### src/rtl/nolp_pkg.sv
// Package for the nested option list parser: sizes, codes and the result record.
// Used by every module of the block; has no dependencies of its own.
package nolp_pkg;

  // String and nesting limits
  localparam int MaxLen   = 4096;
  localparam int MaxDepth = 255;

  // Derived widths
  localparam int IdxW   = $clog2(MaxLen);      // character index
  localparam int PosW   = IdxW + 1;            // position / length, can hold MaxLen
  localparam int NestW  = $clog2(MaxDepth + 1);
  localparam int CharW  = 16;

  // Fixed characters treated as whitespace
  localparam logic [CharW-1:0] ChSpace = CharW'(32);
  localparam logic [CharW-1:0] ChTab   = CharW'(9);

  // Reset values of the configuration registers
  localparam logic [CharW-1:0] OpenRst  = CharW'(40);
  localparam logic [CharW-1:0] CloseRst = CharW'(41);
  localparam logic [CharW-1:0] DelimRst = CharW'(32);

  // Result queue sizing
  localparam int QDepth = 4;
  localparam int QPtrW  = $clog2(QDepth);
  localparam int QCntW  = QPtrW + 1;

  typedef enum logic [1:0] {
    CFG_OPEN    = 2'd0,
    CFG_CLOSE   = 2'd1,
    CFG_DELIM   = 2'd2,
    CFG_POSTFIX = 2'd3
  } cfg_idx_e;

  typedef enum logic [2:0] {
    KIND_ENTRY   = 3'd0,
    KIND_DONE    = 3'd1,
    KIND_STRAY   = 3'd2,
    KIND_UNEXP   = 3'd3,
    KIND_UNTERM  = 3'd4
  } kind_e;

  typedef enum logic [2:0] {
    PH_SKIP       = 3'd0,
    PH_NAME       = 3'd1,
    PH_AFTER_NAME = 3'd2,
    PH_ARG        = 3'd3,
    PH_AFTER_ARG  = 3'd4,
    PH_POST       = 3'd5
  } phase_e;

  typedef struct packed {
    kind_e             kind;
    logic [IdxW-1:0]   name_start;
    logic [PosW-1:0]   name_len;
    logic              has_arg;
    logic [IdxW-1:0]   arg_start;
    logic [PosW-1:0]   arg_len;
    logic [IdxW-1:0]   post_start;
    logic [PosW-1:0]   post_len;
    logic              run_last;
  } result_t;

  // Results produced by one accepted character
  typedef struct packed {
    logic [1:0] cnt;
    result_t    r0;
    result_t    r1;
  } push_t;

endpackage

### src/rtl/nolp_core.sv
// Parser core: configuration registers, per-string state and result generation.
// Depends on nolp_pkg.
module nolp_core (
  input  logic                          clk_i,
  input  logic                          rst_ni,
  input  logic                          fire_i,
  input  logic [nolp_pkg::CharW-1:0]    ch_i,
  input  logic                          eos_i,
  input  logic                          cfg_we_i,
  input  nolp_pkg::cfg_idx_e            cfg_idx_i,
  input  logic [nolp_pkg::CharW-1:0]    cfg_data_i,
  output nolp_pkg::push_t               push_o
);

  localparam int IdxW  = nolp_pkg::IdxW;
  localparam int PosW  = nolp_pkg::PosW;
  localparam int NestW = nolp_pkg::NestW;
  localparam int CharW = nolp_pkg::CharW;

  // Configuration
  logic [CharW-1:0] open_q, close_q, delim_q;
  logic             postfix_q;

  // String state
  logic [PosW-1:0]     pos_q, pos_d;
  nolp_pkg::phase_e    phase_q, phase_d, cur;
  logic [NestW-1:0]    nest_q, nest_d, nest_t;
  logic [IdxW-1:0]     nstart_q, nstart_d;
  logic [PosW-1:0]     nlen_q, nlen_d;
  logic [IdxW-1:0]     first_q, first_d, last_q, last_d;
  logic                any_q, any_d;
  logic [IdxW-1:0]     sas_q, sas_d;
  logic [PosW-1:0]     sal_q, sal_d;
  logic                err_q, err_d;

  logic [IdxW-1:0]     pos_idx;
  logic                ws, is_open, is_close, is_delim, active, fin;
  logic [1:0]          n;
  nolp_pkg::result_t   res [2];

  function automatic nolp_pkg::result_t mk(
    input nolp_pkg::kind_e k, input logic [IdxW-1:0] ns, input logic [PosW-1:0] nl,
    input logic ha, input logic [IdxW-1:0] as, input logic [PosW-1:0] al,
    input logic [IdxW-1:0] ps, input logic [PosW-1:0] pl);
    nolp_pkg::result_t r;
    r = '0;
    r.kind = k;
    if (k == nolp_pkg::KIND_ENTRY) begin
      r.name_start = ns;
      r.name_len   = nl;
      r.has_arg    = ha;
      r.arg_start  = as;
      r.arg_len    = al;
      r.post_start = ps;
      r.post_len   = pl;
    end
    return r;
  endfunction

  function automatic logic [IdxW-1:0] tstart(input logic any, input logic [IdxW-1:0] f);
    return any ? f : '0;
  endfunction

  function automatic logic [PosW-1:0] tlen(input logic any, input logic [IdxW-1:0] f,
                                           input logic [IdxW-1:0] l);
    return any ? ({1'b0, l} - {1'b0, f} + PosW'(1)) : '0;
  endfunction

  assign pos_idx  = pos_q[IdxW-1:0];
  assign ws       = (ch_i == nolp_pkg::ChSpace) || (ch_i == nolp_pkg::ChTab);
  assign is_open  = (ch_i == open_q);
  assign is_close = (ch_i == close_q);
  assign is_delim = (ch_i == delim_q);
  assign active   = fire_i && !err_q && (pos_q < PosW'(nolp_pkg::MaxLen));

  // Per-character parse step followed by end-of-string handling
  always_comb begin
    pos_d    = pos_q;
    phase_d  = phase_q;
    nest_d   = nest_q;
    nstart_d = nstart_q;
    nlen_d   = nlen_q;
    first_d  = first_q;
    last_d   = last_q;
    any_d    = any_q;
    sas_d    = sas_q;
    sal_d    = sal_q;
    err_d    = err_q;
    cur      = phase_q;
    fin      = 1'b0;
    nest_t   = nest_q;
    n        = 2'd0;
    res[0]   = '0;
    res[1]   = '0;

    if (active) begin
      // leading separators, then the name
      if (cur == nolp_pkg::PH_SKIP) begin
        if (ws || is_delim) begin
          fin = 1'b1;
        end else begin
          nstart_d = pos_idx;
          cur      = nolp_pkg::PH_NAME;
        end
      end
      if (!fin && cur == nolp_pkg::PH_NAME) begin
        if (!(ws || is_open || is_close || is_delim)) begin
          fin = 1'b1;
        end else begin
          nlen_d = pos_q - {1'b0, nstart_d};
          cur    = nolp_pkg::PH_AFTER_NAME;
        end
      end
      if (!fin && cur == nolp_pkg::PH_AFTER_NAME) begin
        fin = 1'b1;
        priority if (ws) begin
        end else if (is_close) begin
          err_d  = 1'b1;
          res[n[0]] = mk(nolp_pkg::KIND_STRAY, '0, '0, 1'b0, '0, '0, '0, '0);
          n = n + 2'd1;
        end else if (is_delim) begin
          cur = nolp_pkg::PH_SKIP;
          res[n[0]] = mk(nolp_pkg::KIND_ENTRY, nstart_d, nlen_d, 1'b0, '0, '0, '0, '0);
          n = n + 2'd1;
        end else if (is_open) begin
          nest_d = NestW'(1);
          any_d  = 1'b0;
          cur    = nolp_pkg::PH_ARG;
        end else begin
          err_d  = 1'b1;
          res[n[0]] = mk(nolp_pkg::KIND_UNEXP, '0, '0, 1'b0, '0, '0, '0, '0);
          n = n + 2'd1;
        end
      end
      if (!fin) begin
        unique case (cur)
          nolp_pkg::PH_ARG: begin
            // nesting count saturates at the top
            if (is_open && nest_t < NestW'(nolp_pkg::MaxDepth)) nest_t = nest_t + NestW'(1);
            if (is_close && nest_t != '0) nest_t = nest_t - NestW'(1);
            nest_d = nest_t;
            if (nest_t == '0) begin
              sas_d = tstart(any_q, first_q);
              sal_d = tlen(any_q, first_q, last_q);
              if (postfix_q) begin
                any_d = 1'b0;
                cur   = nolp_pkg::PH_POST;
              end else begin
                cur = nolp_pkg::PH_AFTER_ARG;
                res[n[0]] = mk(nolp_pkg::KIND_ENTRY, nstart_q, nlen_q, 1'b1,
                               sas_d, sal_d, '0, '0);
                n = n + 2'd1;
              end
            end else if (!ws) begin
              if (!any_q) begin
                first_d = pos_idx;
                any_d   = 1'b1;
              end
              last_d = pos_idx;
            end
          end
          nolp_pkg::PH_AFTER_ARG: begin
            priority if (ws) begin
            end else if (is_delim) begin
              cur = nolp_pkg::PH_SKIP;
            end else begin
              err_d = 1'b1;
              res[n[0]] = mk(nolp_pkg::KIND_UNEXP, '0, '0, 1'b0, '0, '0, '0, '0);
              n = n + 2'd1;
            end
          end
          nolp_pkg::PH_POST: begin
            if (is_open || is_close || is_delim) begin
              res[n[0]] = mk(nolp_pkg::KIND_ENTRY, nstart_q, nlen_q, 1'b1, sas_q, sal_q,
                             tstart(any_q, first_q), tlen(any_q, first_q, last_q));
              n = n + 2'd1;
              if (!is_delim) begin
                err_d = 1'b1;
                res[n[0]] = mk(nolp_pkg::KIND_UNEXP, '0, '0, 1'b0, '0, '0, '0, '0);
                n = n + 2'd1;
              end else begin
                cur = nolp_pkg::PH_SKIP;
              end
            end else if (!ws) begin
              if (!any_q) begin
                first_d = pos_idx;
                any_d   = 1'b1;
              end
              last_d = pos_idx;
            end
          end
          default: begin
          end
        endcase
      end
      phase_d = cur;
      pos_d   = pos_q + PosW'(1);
    end

    // eos: if no error, flush entry, report done/unterm; clear string state
    if (fire_i && eos_i) begin
      if (!err_d) begin
        unique case (phase_d)
          nolp_pkg::PH_NAME: begin
            res[n[0]] = mk(nolp_pkg::KIND_ENTRY, nstart_d, pos_d - {1'b0, nstart_d},
                           1'b0, '0, '0, '0, '0);
            n = n + 2'd1;
          end
          nolp_pkg::PH_AFTER_NAME: begin
            res[n[0]] = mk(nolp_pkg::KIND_ENTRY, nstart_d, nlen_d, 1'b0, '0, '0, '0, '0);
            n = n + 2'd1;
          end
          nolp_pkg::PH_POST: begin
            res[n[0]] = mk(nolp_pkg::KIND_ENTRY, nstart_d, nlen_d, 1'b1, sas_d, sal_d,
                           tstart(any_d, first_d), tlen(any_d, first_d, last_d));
            n = n + 2'd1;
          end
          default: begin
          end
        endcase
        if (phase_d == nolp_pkg::PH_ARG) begin
          res[n[0]] = mk(nolp_pkg::KIND_UNTERM, '0, '0, 1'b0, '0, '0, '0, '0);
        end else begin
          res[n[0]] = mk(nolp_pkg::KIND_DONE, '0, '0, 1'b0, '0, '0, '0, '0);
        end
        n = n + 2'd1;
      end
      pos_d    = '0;
      phase_d  = nolp_pkg::PH_SKIP;
      nest_d   = '0;
      nstart_d = '0;
      nlen_d   = '0;
      first_d  = '0;
      last_d   = '0;
      any_d    = 1'b0;
      sas_d    = '0;
      sal_d    = '0;
      err_d    = 1'b0;
    end

    // mark the final result of this character
    if (n == 2'd1) res[0].run_last = 1'b1;
    if (n == 2'd2) res[1].run_last = 1'b1;
  end

  assign push_o.cnt = n;
  assign push_o.r0  = res[0];
  assign push_o.r1  = res[1];

  // Configuration registers
  always_ff @(posedge clk_i or negedge rst_ni) begin
    if (!rst_ni) begin
      open_q    <= nolp_pkg::OpenRst;
      close_q   <= nolp_pkg::CloseRst;
      delim_q   <= nolp_pkg::DelimRst;
      postfix_q <= 1'b0;
    end else if (cfg_we_i) begin
      unique case (cfg_idx_i)
        nolp_pkg::CFG_OPEN:    open_q    <= cfg_data_i;
        nolp_pkg::CFG_CLOSE:   close_q   <= cfg_data_i;
        nolp_pkg::CFG_DELIM:   delim_q   <= cfg_data_i;
        nolp_pkg::CFG_POSTFIX: postfix_q <= cfg_data_i[0];
        default: begin
        end
      endcase
    end
  end

  // String state registers
  always_ff @(posedge clk_i or negedge rst_ni) begin
    if (!rst_ni) begin
      pos_q    <= '0;
      phase_q  <= nolp_pkg::PH_SKIP;
      nest_q   <= '0;
      nstart_q <= '0;
      nlen_q   <= '0;
      first_q  <= '0;
      last_q   <= '0;
      any_q    <= 1'b0;
      sas_q    <= '0;
      sal_q    <= '0;
      err_q    <= 1'b0;
    end else if (fire_i) begin
      pos_q    <= pos_d;
      phase_q  <= phase_d;
      nest_q   <= nest_d;
      nstart_q <= nstart_d;
      nlen_q   <= nlen_d;
      first_q  <= first_d;
      last_q   <= last_d;
      any_q    <= any_d;
      sas_q    <= sas_d;
      sal_q    <= sal_d;
      err_q    <= err_d;
    end
  end

endmodule

### src/rtl/nolp_queue.sv
// Result queue: takes up to two results per cycle, hands out one per transaction.
// Depends on nolp_pkg.
module nolp_queue (
  input  logic              clk_i,
  input  logic              rst_ni,
  input  nolp_pkg::push_t   push_i,
  input  logic              pop_i,
  output nolp_pkg::result_t head_o,
  output logic              not_empty_o,
  output logic              full_o
);

  localparam int PtrW = nolp_pkg::QPtrW;
  localparam int CntW = nolp_pkg::QCntW;

  nolp_pkg::result_t  mem_q [nolp_pkg::QDepth];
  logic [PtrW-1:0]    wr_q, rd_q;
  logic [CntW-1:0]    cnt_q;
  logic [PtrW-1:0]    wr_nxt;

  assign wr_nxt      = wr_q + PtrW'(1);
  assign head_o      = mem_q[rd_q];
  assign not_empty_o = (cnt_q != '0);
  // no room for two more results
  assign full_o      = (cnt_q > CntW'(nolp_pkg::QDepth - 2));

  // Storage
  always_ff @(posedge clk_i) begin
    if (push_i.cnt != 2'd0) mem_q[wr_q]   <= push_i.r0;
    if (push_i.cnt == 2'd2) mem_q[wr_nxt] <= push_i.r1;
  end

  // Pointers and fill count
  always_ff @(posedge clk_i or negedge rst_ni) begin
    if (!rst_ni) begin
      wr_q  <= '0;
      rd_q  <= '0;
      cnt_q <= '0;
    end else begin
      wr_q  <= wr_q + PtrW'(push_i.cnt);
      rd_q  <= rd_q + PtrW'(pop_i);
      cnt_q <= cnt_q + CntW'(push_i.cnt) - CntW'(pop_i);
    end
  end

endmodule

### src/rtl/nested_option_list_parser.sv
// Top level of the nested option list parser: ports, handshakes, core and queue.
// Depends on nolp_pkg, nolp_core and nolp_queue.
//
// Usage
//   Input channel: one character per transaction (ch_i, end_of_string_i),
//   accepted when in_valid_i is high and in_stall_o is low.
//   Output channel: one result per transaction (kind_o and the span fields),
//   taken when out_valid_o is high and out_stall_i is low. run_last_o marks
//   the last result caused by one character.
//   Config channel: cfg_index_i selects open, close, delimiter or postfix
//   mode; always ready. Write only while no string is in flight.
// Timing
//   A result is registered in the queue before it reaches the output. One
//   character per cycle is accepted while in_stall_o is low; characters that
//   cause two results need two output transactions. The four-entry result
//   queue sets the limit: in_stall_o rises once more than two results are queued.
// Reset and stall
//   Reset clears parse state and the queue and restores the default
//   characters. While the receiver stalls, the head result holds and the
//   input stalls once the queue is near full.
module nested_option_list_parser (
  input  logic        clk_i,
  input  logic        rst_ni,
  input  logic        in_valid_i,
  output logic        in_stall_o,
  input  logic [15:0] ch_i,
  input  logic        end_of_string_i,
  input  logic        cfg_valid_i,
  output logic        cfg_ready_o,
  input  logic [1:0]  cfg_index_i,
  input  logic [15:0] cfg_data_i,
  output logic        out_valid_o,
  input  logic        out_stall_i,
  output logic [2:0]  kind_o,
  output logic [11:0] name_start_o,
  output logic [12:0] name_len_o,
  output logic        has_arg_o,
  output logic [11:0] arg_start_o,
  output logic [12:0] arg_len_o,
  output logic [11:0] post_start_o,
  output logic [12:0] post_len_o,
  output logic        run_last_o
);

  nolp_pkg::push_t   push;
  nolp_pkg::result_t head;
  logic              fire, full, not_empty;

  assign fire        = in_valid_i && !in_stall_o;
  assign in_stall_o  = full;
  assign cfg_ready_o = 1'b1;

  nolp_core u_core (
    .clk_i      (clk_i),
    .rst_ni     (rst_ni),
    .fire_i     (fire),
    .ch_i       (ch_i),
    .eos_i      (end_of_string_i),
    .cfg_we_i   (cfg_valid_i && cfg_ready_o),
    .cfg_idx_i  (nolp_pkg::cfg_idx_e'(cfg_index_i)),
    .cfg_data_i (cfg_data_i),
    .push_o     (push)
  );

  nolp_queue u_queue (
    .clk_i       (clk_i),
    .rst_ni      (rst_ni),
    .push_i      (push),
    .pop_i       (not_empty && !out_stall_i),
    .head_o      (head),
    .not_empty_o (not_empty),
    .full_o      (full)
  );

  // Output fields straight from the queue head
  assign out_valid_o  = not_empty;
  assign kind_o       = head.kind;
  assign name_start_o = head.name_start;
  assign name_len_o   = head.name_len;
  assign has_arg_o    = head.has_arg;
  assign arg_start_o  = head.arg_start;
  assign arg_len_o    = head.arg_len;
  assign post_start_o = head.post_start;
  assign post_len_o   = head.post_len;
  assign run_last_o   = head.run_last;

endmodule

### config.mk
export PLATFORM = sky130hd
export DESIGN_NAME = nested_option_list_parser
export DESIGN_NICKNAME = d
export VERILOG_FILES = /design/src/rtl/nolp_pkg.sv /design/src/rtl/nolp_core.sv /design/src/rtl/nolp_queue.sv /design/src/rtl/nested_option_list_parser.sv
export SDC_FILE = /design/constraint.sdc
export NUM_CORES = 1
export LEC_CHECK = 0
export CAP_MARGIN = 15
export CORE_ASPECT_RATIO = 1.4
export CORE_UTILIZATION = 55
export CTS_CLUSTER_DIAMETER = 80
export DETAILED_ROUTE_END_ITERATION = 8
export DONT_BUFFER_PORTS = 1
export PLACE_DENSITY_LB_ADDON = 0.2
export REMOVE_ABC_BUFFERS = 1
export SYNTH_ARGS = -nofsm -noshare
export SYNTH_HDL_FRONTEND = slang
export SYNTH_SLANG_ARGS = --single-unit
### constraint.sdc
create_clock -name clk_i -period 21.1 [get_ports clk_i]
set_clock_uncertainty 0.05 [all_clocks]
set_input_delay 4.22 -clock clk_i [delete_from_list [all_inputs] [get_ports clk_i]]
set_output_delay 4.22 -clock clk_i [all_outputs]
set_load 0.05 [all_outputs]
==> impl_results.md, run 1 <==
- Design Power: 3.822 mW
- CTS Buf Count: 46
- Static Leakage: 10.79 nW
- Sw Pwr: 1.621 mW
- Final WL: 71,600 um
- Max-cap violation count: 0
- Comb pwr share: 0.428
- Core ar.: 46,310 um2
- Clk slew on worst S/H paths: 0.06 ns
- Hold_buf cts: 0
- Uppermost layer routed: met4
- Tmin final: 10.93 ns
- Post_cts resized: 0
- Share of power burned in registers: 0.344
- Fillers: 3,877
- Io pins: 123
- CP Launch Type: input pin
- Cells after Synth: 2,311
- M1 WL: 26,760 um
- Clock Path Buffers: 3
- Slew margin rel.: 0.1550
- Vias in the first global route: 19,060
- Status: completed
- Starting Density: 0.5601
- Vias per inst: 6.336
- Port buffer count: 0
- First-pass GRT wire length: 110,700 um
- Largest net degree at the start of global routing: 157
- R2R Setup Slk: 13.36 ns
- Chip width: 185.5 um
- Hpwl dp: 47,780 um
- Hold_ws: 0.4425 ns
- Routed wire length per instance: 24.55 um
- Placed Instances: 2,832
- Routability cong.: 0.9526
- Worst Tran Pin Value: 1.254 ns
- Post-DP Area: 26,480 um2
- Tcrit/Tclk final: 0.5182
- Post-route ant nets: 0
- Initial DRC count: 1,442
- Hold Crit Start: u_queue.cnt_q[2]
- Slew Limit Fails: 0
- Int Power: 2.200 mW
- Via count: 18,480
- Netlist Area Pre-Place: 25,940 um2
- FF+latch count, synth: 476
- Worst-Skew Late Latency: 0.57 ns
- Hold/Removal Path Class: reg2reg
- CTS tree: done
- Number of remaining DRC errors: 0
- Sw Share: 0.4242
- Worst Setup End Kind: flop
- Fmax: 0.09145 GHz
- Setup Total Neg Slack: 0 ns
- GR Util All Layers: 0.3055
- Dominant synthesized flop cell: edfxtp_1
- Row count: 93
- Synth unique cells: 91
- Worst Reg-to-Reg Cells: 19
- Die Y: 259.0 um
- Worst path required time: 21.35 ns
- Root buf cell: clkbuf_16
- Setup Buffers After CTS: 0
- Setup violators final: 0
- Fin. Hold Viols: 0
- Critical R2R Launch: u_core.open_q[5]
- Finished Layout Cells: 2,916
- CP Class: in2reg
- Fin area: 28,090 um2
- Met2 WL: 37,700 um
- Sink Count: 476
- Sequential area share after synthesis: 0.5213
- Worst hold stages: 1
- Grt total ovfl: 0
- WHS Endpoint: u_queue.cnt_q[2]
- Syn Area/Cell: 11.22 um2
- Power per cell area: 136.1 nW/um2
- Worst EP arrival: 11.19 ns
- Area Growth Syn to Fin: 8.283%
- RSZ-0062 raised after global routing: no
- 1st-pass router iterations: 8
- Die area: 48,040 um2
- Layout cells sized above 1: 0.1327
- Syn. warnings: 0
- H-tree Lvls: 2
- FF-to-FF End: u_queue.mem_q[3][77]
- Layout Nets: 2,391
- CP Launch Point: ch_i[4]
- Clock network power share: 0.228
- Fraction of registers with async set/reset: 0.3277
- DR WL met3: 3751 um
- Initial antenna violation count: 0
- Peak supply drop: 80.37 uV
- Diode count: 0
- Post-synth EDFFs: 320
- Crit path max fanout: 61
==> logic make-up (layout without fill, tap and decap cells) <==
group           after synthesis  in the layout  synth area share
compound gates              493            493            0.1274
xor+xnor                    110            110           0.03714
fa+ha+maj                    88             88           0.04390
buf+inv                     198            186           0.03116
flops                       476            476            0.5213
mux                         185            185            0.1130
other cells                   1              1         0.0001446
simple gates                760            760            0.1260
==> final cells by class <==
class	instances	area, um2	share of cell area
clock buffer	59	1311	0.04669
clock inverter	25	292.8	0.01042
inverter	66	247.7	0.008821
multi-input combinational	1637	11660	0.4153
sequential	476	13530	0.4817
tap	617	772.0	0.02749
timing repair buffer	36	270.3	0.009623
==> layout by cell type, fill, tap and decap left out, types with 9 or more instances in the layout <==
cell       instances
a2bb2oi_1         10
xnor2_1           70
nor3_1            34
mux4_2            80
a32oi_1           17
a31oi_1           15
a21oi_1          132
nand2b_1          16
a22o_1            29
nand2_1          167
o22ai_1           21
a22oi_1           17
clkbuf_8           9
clkbuf_16         47
mux2_2            61
nor4_1             9
inv_1             63
ha_1              83
o22a_1            18
o21ai_0          117
and3_1             9
nor2b_1           10
nor2_1           426
dfrtp_1          148
edfxtp_1         320
o21a_1            14
mux2i_1           43
nand3_1           25
nand4_1           20
xor2_1            40
a21o_1            17
o21bai_1          12
buf_4             36
==> metal layers <==
metal  vias up  GRT usage
li1       8372          -
met1      9204     0.3608
met2       705     0.5524
met3       194    0.03465
met4         0     0.1403
met5         -          0
==> critical path: stages <==
cell and delay, ns:
xnor2_1 0.24, nand4_1 0.20, nor4_4 0.23, buf_4 0.26, o21ai_1 0.18, xor2_1 0.27
ha_1 0.27, nand2b_1 0.09, a221oi_1 0.48, a21boi_2 0.18, mux2i_1 0.16, and3_1 0.33
a41oi_1 0.48, nand2_1 0.38, a21oi_2 0.78, nor2_2 0.24, a211oi_4 0.88, buf_4 0.73
mux2_2 0.42
==> worst max path at each step <==
stage | end | slack, ns | cells past startpoint
floorplan | u_queue.mem_q[2][0] | 8.53 | 16
global placement | u_queue.mem_q[1][12] | 9.79 | 33
detailed placement | u_queue.mem_q[2][12] | 9.68 | 35
CTS | u_queue.mem_q[1][13] | 10.21 | 31
global route | u_queue.mem_q[2][12] | 9.51 | 35
finish | u_queue.mem_q[3][77] | 10.17 | 19
==> power groups by stage <==
stage	combinational (mW)	clock [mW]	sequential (mW)
floorplan	1.25	0	1.32
global placement	1.61	0	1.32
detailed placement	1.62	0	1.33
CTS	1.63	0.882	1.31
global route	1.75	0.912	1.33
finish	1.64	0.872	1.31
==> cells in the mapped netlist (40+ instances only) <==
library cell  instances  share of area
nand2_1             168          0.024
a21oi_1             133          0.026
clkbuf_1             86          0.012
nor2_1              426          0.062
mux4_2               80          0.069
dfrtp_1             150           0.14
xnor2_1              70          0.024
ha_1                 83          0.040
xor2_1               40          0.014
mux2i_1              43          0.017
edfxtp_1            320           0.37
inv_1                63         0.0091
o21ai_0             117          0.023
mux2_2               61          0.026
==> state kept, by name (all words and copies together) (netlist names) <==
name	count
u_core.delim_q	16
u_queue.wr_q	2
u_core.open_q	16
u_core.nstart_q	12
u_core.pos_q	13
u_core.last_q	12
u_queue.cnt_q	3
u_core.close_q	16
u_core.first_q	12
u_queue.mem_q	320
u_queue.rd_q	2
u_core.sas_q	12
u_core.nest_q	8
u_core.postfix_q	1
u_core.nlen_q	13
u_core.err_q	1
u_core.phase_q	3
u_core.sal_q	13
u_core.any_q	1
==> stage by stage <==
stage                 util  setup WS (ns)
CTS                 0.6064          10.21
global placement    0.5718          9.795
detailed placement  0.5718          9.678
floorplan                -          8.529
finish              0.6064          10.17
global route        0.6064          9.513
(Power assumes the default switching activity.)
==> run 2, diff against run 1 <==
clock period = 9.29 ns   (was 21.1 ns; I/O delays follow)
==> impl_results.md, run 2 (synthesis results as in run 1) <==
- Crit-path slowest cell: or4_1 (was a211oi_4)
- Sink Count: 476 (unchanged)
- First-pass GRT wire length: 111,500 um (was 110,700 um)
- RSZ-0062 raised after global routing: no (unchanged)
- Crit path max fanout: 13 (was 61)
- Number of remaining DRC errors: 0 (unchanged)
- Row count: 93 (unchanged)
- DP Worst Slack: 0.7565 ns (was 9.678 ns)
- Fillers: 3,778 (was 3,877)
- Vias per inst: 6.403 (was 6.336)
- Max FFs per register: 320 (unchanged)
- Via count: 18,810 (was 18,480)
- CP max stage delay: 0.78 ns (was 0.88 ns)
- Io pins: 123 (unchanged)
- Post-route ant nets: 0 (unchanged)
- Tmin final: 7.986 ns
- Worst Setup End Kind: flop (unchanged)
- Initial antenna violation count: 0 (unchanged)
- Setup Total Neg Slack: 0 ns (unchanged)
- Critical R2R Launch: u_core.open_q[4] (was u_core.open_q[5])
- Setup violators final: 0 (unchanged)
- CTS tree: done (unchanged)
- Worst EP arrival: 8.26 ns (was 11.19 ns)
- Area Growth Syn to Fin: 9.059% (was 8.283%)
- CP Class: in2reg (unchanged)
- Commonest non-fill, non-tap cell in the layout: nor2_1 (unchanged)
- 1st-pass router iterations: 7 (was 8)
- Die Y: 259.0 um (unchanged)
- Layout Nets: 2,408 (was 2,391)
- Setup ws final: 1.304 ns (was 10.17 ns)
- Worst hold stages: 1 (unchanged)
- Chip width: 185.5 um (unchanged)
- Hold_buf cts: 0 (unchanged)
- Commonest cells after routing, fill and taps aside: nor2_1 (426), edfxtp_1 (320), nand2_1 (167) (unchanged)
- Clk slew on worst S/H paths: 0.06 ns (about the same)
- Slew Limit Fails: 0 (unchanged)
- Sw Share: 0.4268 (was 0.4242)
- Status: completed (unchanged)
- Starting Density: 0.5601 (unchanged)
- Power per cell area: 309.4 nW/um2 (was 136.1 nW/um2)
- Grt total ovfl: 0 (unchanged)
- Share of power burned in registers: 0.335 (was 0.344)
- Hpwl dp: 49,230 um (was 47,780 um)
- Worst Tran Pin Value: 1.102 ns (was 1.254 ns)
- Initial DRC count: 1,682 (was 1,442)
- Core ar.: 46,310 um2 (unchanged)
- Largest net degree at the start of global routing: 157 (unchanged)
- FF-to-FF End: u_queue.mem_q[1][12] (was u_queue.mem_q[3][77])
- Peak supply drop: 175.8 uV (was 80.37 uV)
- Slew margin rel.: 0.2627 (was 0.1550)
- CTS Buf Count: 48 (was 46)
- Static Leakage: 10.89 nW (was 10.79 nW)
- Post_cts resized: 0 (unchanged)
- Diode count: 0 (unchanged)
- Fin. Hold Viols: 0 (unchanged)
- Layout cells sized above 1: 0.1353 (was 0.1327)
- Root buf cell: clkbuf_16 (unchanged)
- Comb pwr share: 0.436 (was 0.428)
- Port buffer count: 0 (unchanged)
- Clock Path Buffers: 3 (unchanged)
- Clock network power share: 0.229 (was 0.228)
- Fmax: 0.1252 GHz
- H-tree Lvls: 2 (unchanged)
- Worst path required time: 9.56 ns (was 21.35 ns)
- Sw Pwr: 3.735 mW (was 1.621 mW)
- Final WL: 72,750 um (was 71,600 um)
- Max-cap violation count: 0 (unchanged)
- Hold/Removal Path Class: reg2reg (unchanged)
- Routed wire length per instance: 24.77 um (was 24.55 um)
- Routability cong.: 0.9409 (was 0.9526)
- Setup Buffers After CTS: 0 (unchanged)
- Int Power: 5.017 mW (was 2.200 mW)
- R2R Setup Slk: 2.15 ns (was 13.36 ns)
- Vias in the first global route: 19,020 (was 19,060)
- Tcrit/Tclk final: 0.8597
- Worst Reg-to-Reg Cells: 30 (was 19)
- Largest register by flop count: u_queue.mem_q (unchanged)
- Die area: 48,040 um2 (unchanged)
- WHS Endpoint: u_queue.cnt_q[2] (unchanged)
- CP Launch Point: ch_i[4] (unchanged)
- Worst-Skew Late Latency: 0.60 ns (was 0.57 ns)
- CP Launch Type: input pin (unchanged)
- Hold Crit Start: u_queue.cnt_q[2] (unchanged)
- GR Util All Layers: 0.3084 (was 0.3055)
## run 2: worst max path at each step
stage / end
6_report: u_queue.mem_q[1][12]
5_1_grt: u_queue.mem_q[1][12]
2_1_floorplan: u_queue.mem_q[2][0]
4_1_cts: u_queue.mem_q[1][13]
3_5_place_dp: u_queue.mem_q[1][13]
3_3_place_gp: u_queue.mem_q[1][13]
## run 2: stage by stage
| step | power (mW) | area, um2 | utilization | cells | hold WS (ns) |
|---|---|---|---|---|---|
| 3_5_place_dp | 6.750 | 26650 | 0.5754 | 2846 | 0.4336 |
| 3_3_place_gp | 6.705 | 26650 | 0.5754 | 2846 | 0.4291 |
| 5_1_grt | 9.132 | 28290 | 0.6108 | 2937 | 0.4761 |
| 4_1_cts | 8.762 | 28270 | 0.6105 | 2936 | 0.4456 |
| 6_report | 8.752 | 28290 | 0.6108 | 2937 | 0.4406 |
| 2_1_floorplan | 5.842 | 25380 | - | 2179 | 0.4104 |
## run 2: area by class of cell
class | instances | area [um2] | share of cell area
Tap cell | 617 | 772.0 | 0.02729
Clock inverter | 26 | 264.0 | 0.009333
Sequential cell | 476 | 13530 | 0.4782
Inverter | 66 | 247.7 | 0.008758
Multi-Input combinational cell | 1637 | 11660 | 0.4123
Clock buffer | 64 | 1359 | 0.04804
Timing Repair Buffer | 51 | 452.9 | 0.01601
## run 2: worst max-delay path: cells and delay by family
family | cells | cell delay, ns
adders and majority gates | 3 | 0.90
buffers and inverters | 3 | 0.37
AOI/OAI and AO/OA | 13 | 2.66
and+or+nand+nor | 9 | 2.03
xor gates and xnor gates | 2 | 0.41
## run 2: power groups by stage
stage | clock (mW) | sequential [mW] | combinational [mW]
after floorplan | 0 | 2.99 | 2.85
after global placement | 0 | 2.95 | 3.76
after detailed placement | 0 | 2.97 | 3.78
after CTS | 2.03 | 2.93 | 3.80
after global routing | 2.10 | 2.97 | 4.06
final | 2.00 | 2.93 | 3.81
## run 2: routing by layer
metal | global-route usage | vias to the layer above | routed length (um) | share of wire
li1 | - | 8409 | - | -
met1 | 0.3587 | 9417 | 26420 | 0.36
met2 | 0.5526 | 783 | 38300 | 0.53
met3 | 0.05121 | 196 | 4716 | 0.065
met4 | 0.1398 | 0 | 3306 | 0.045
met5 | 0 | - | 0 | 0
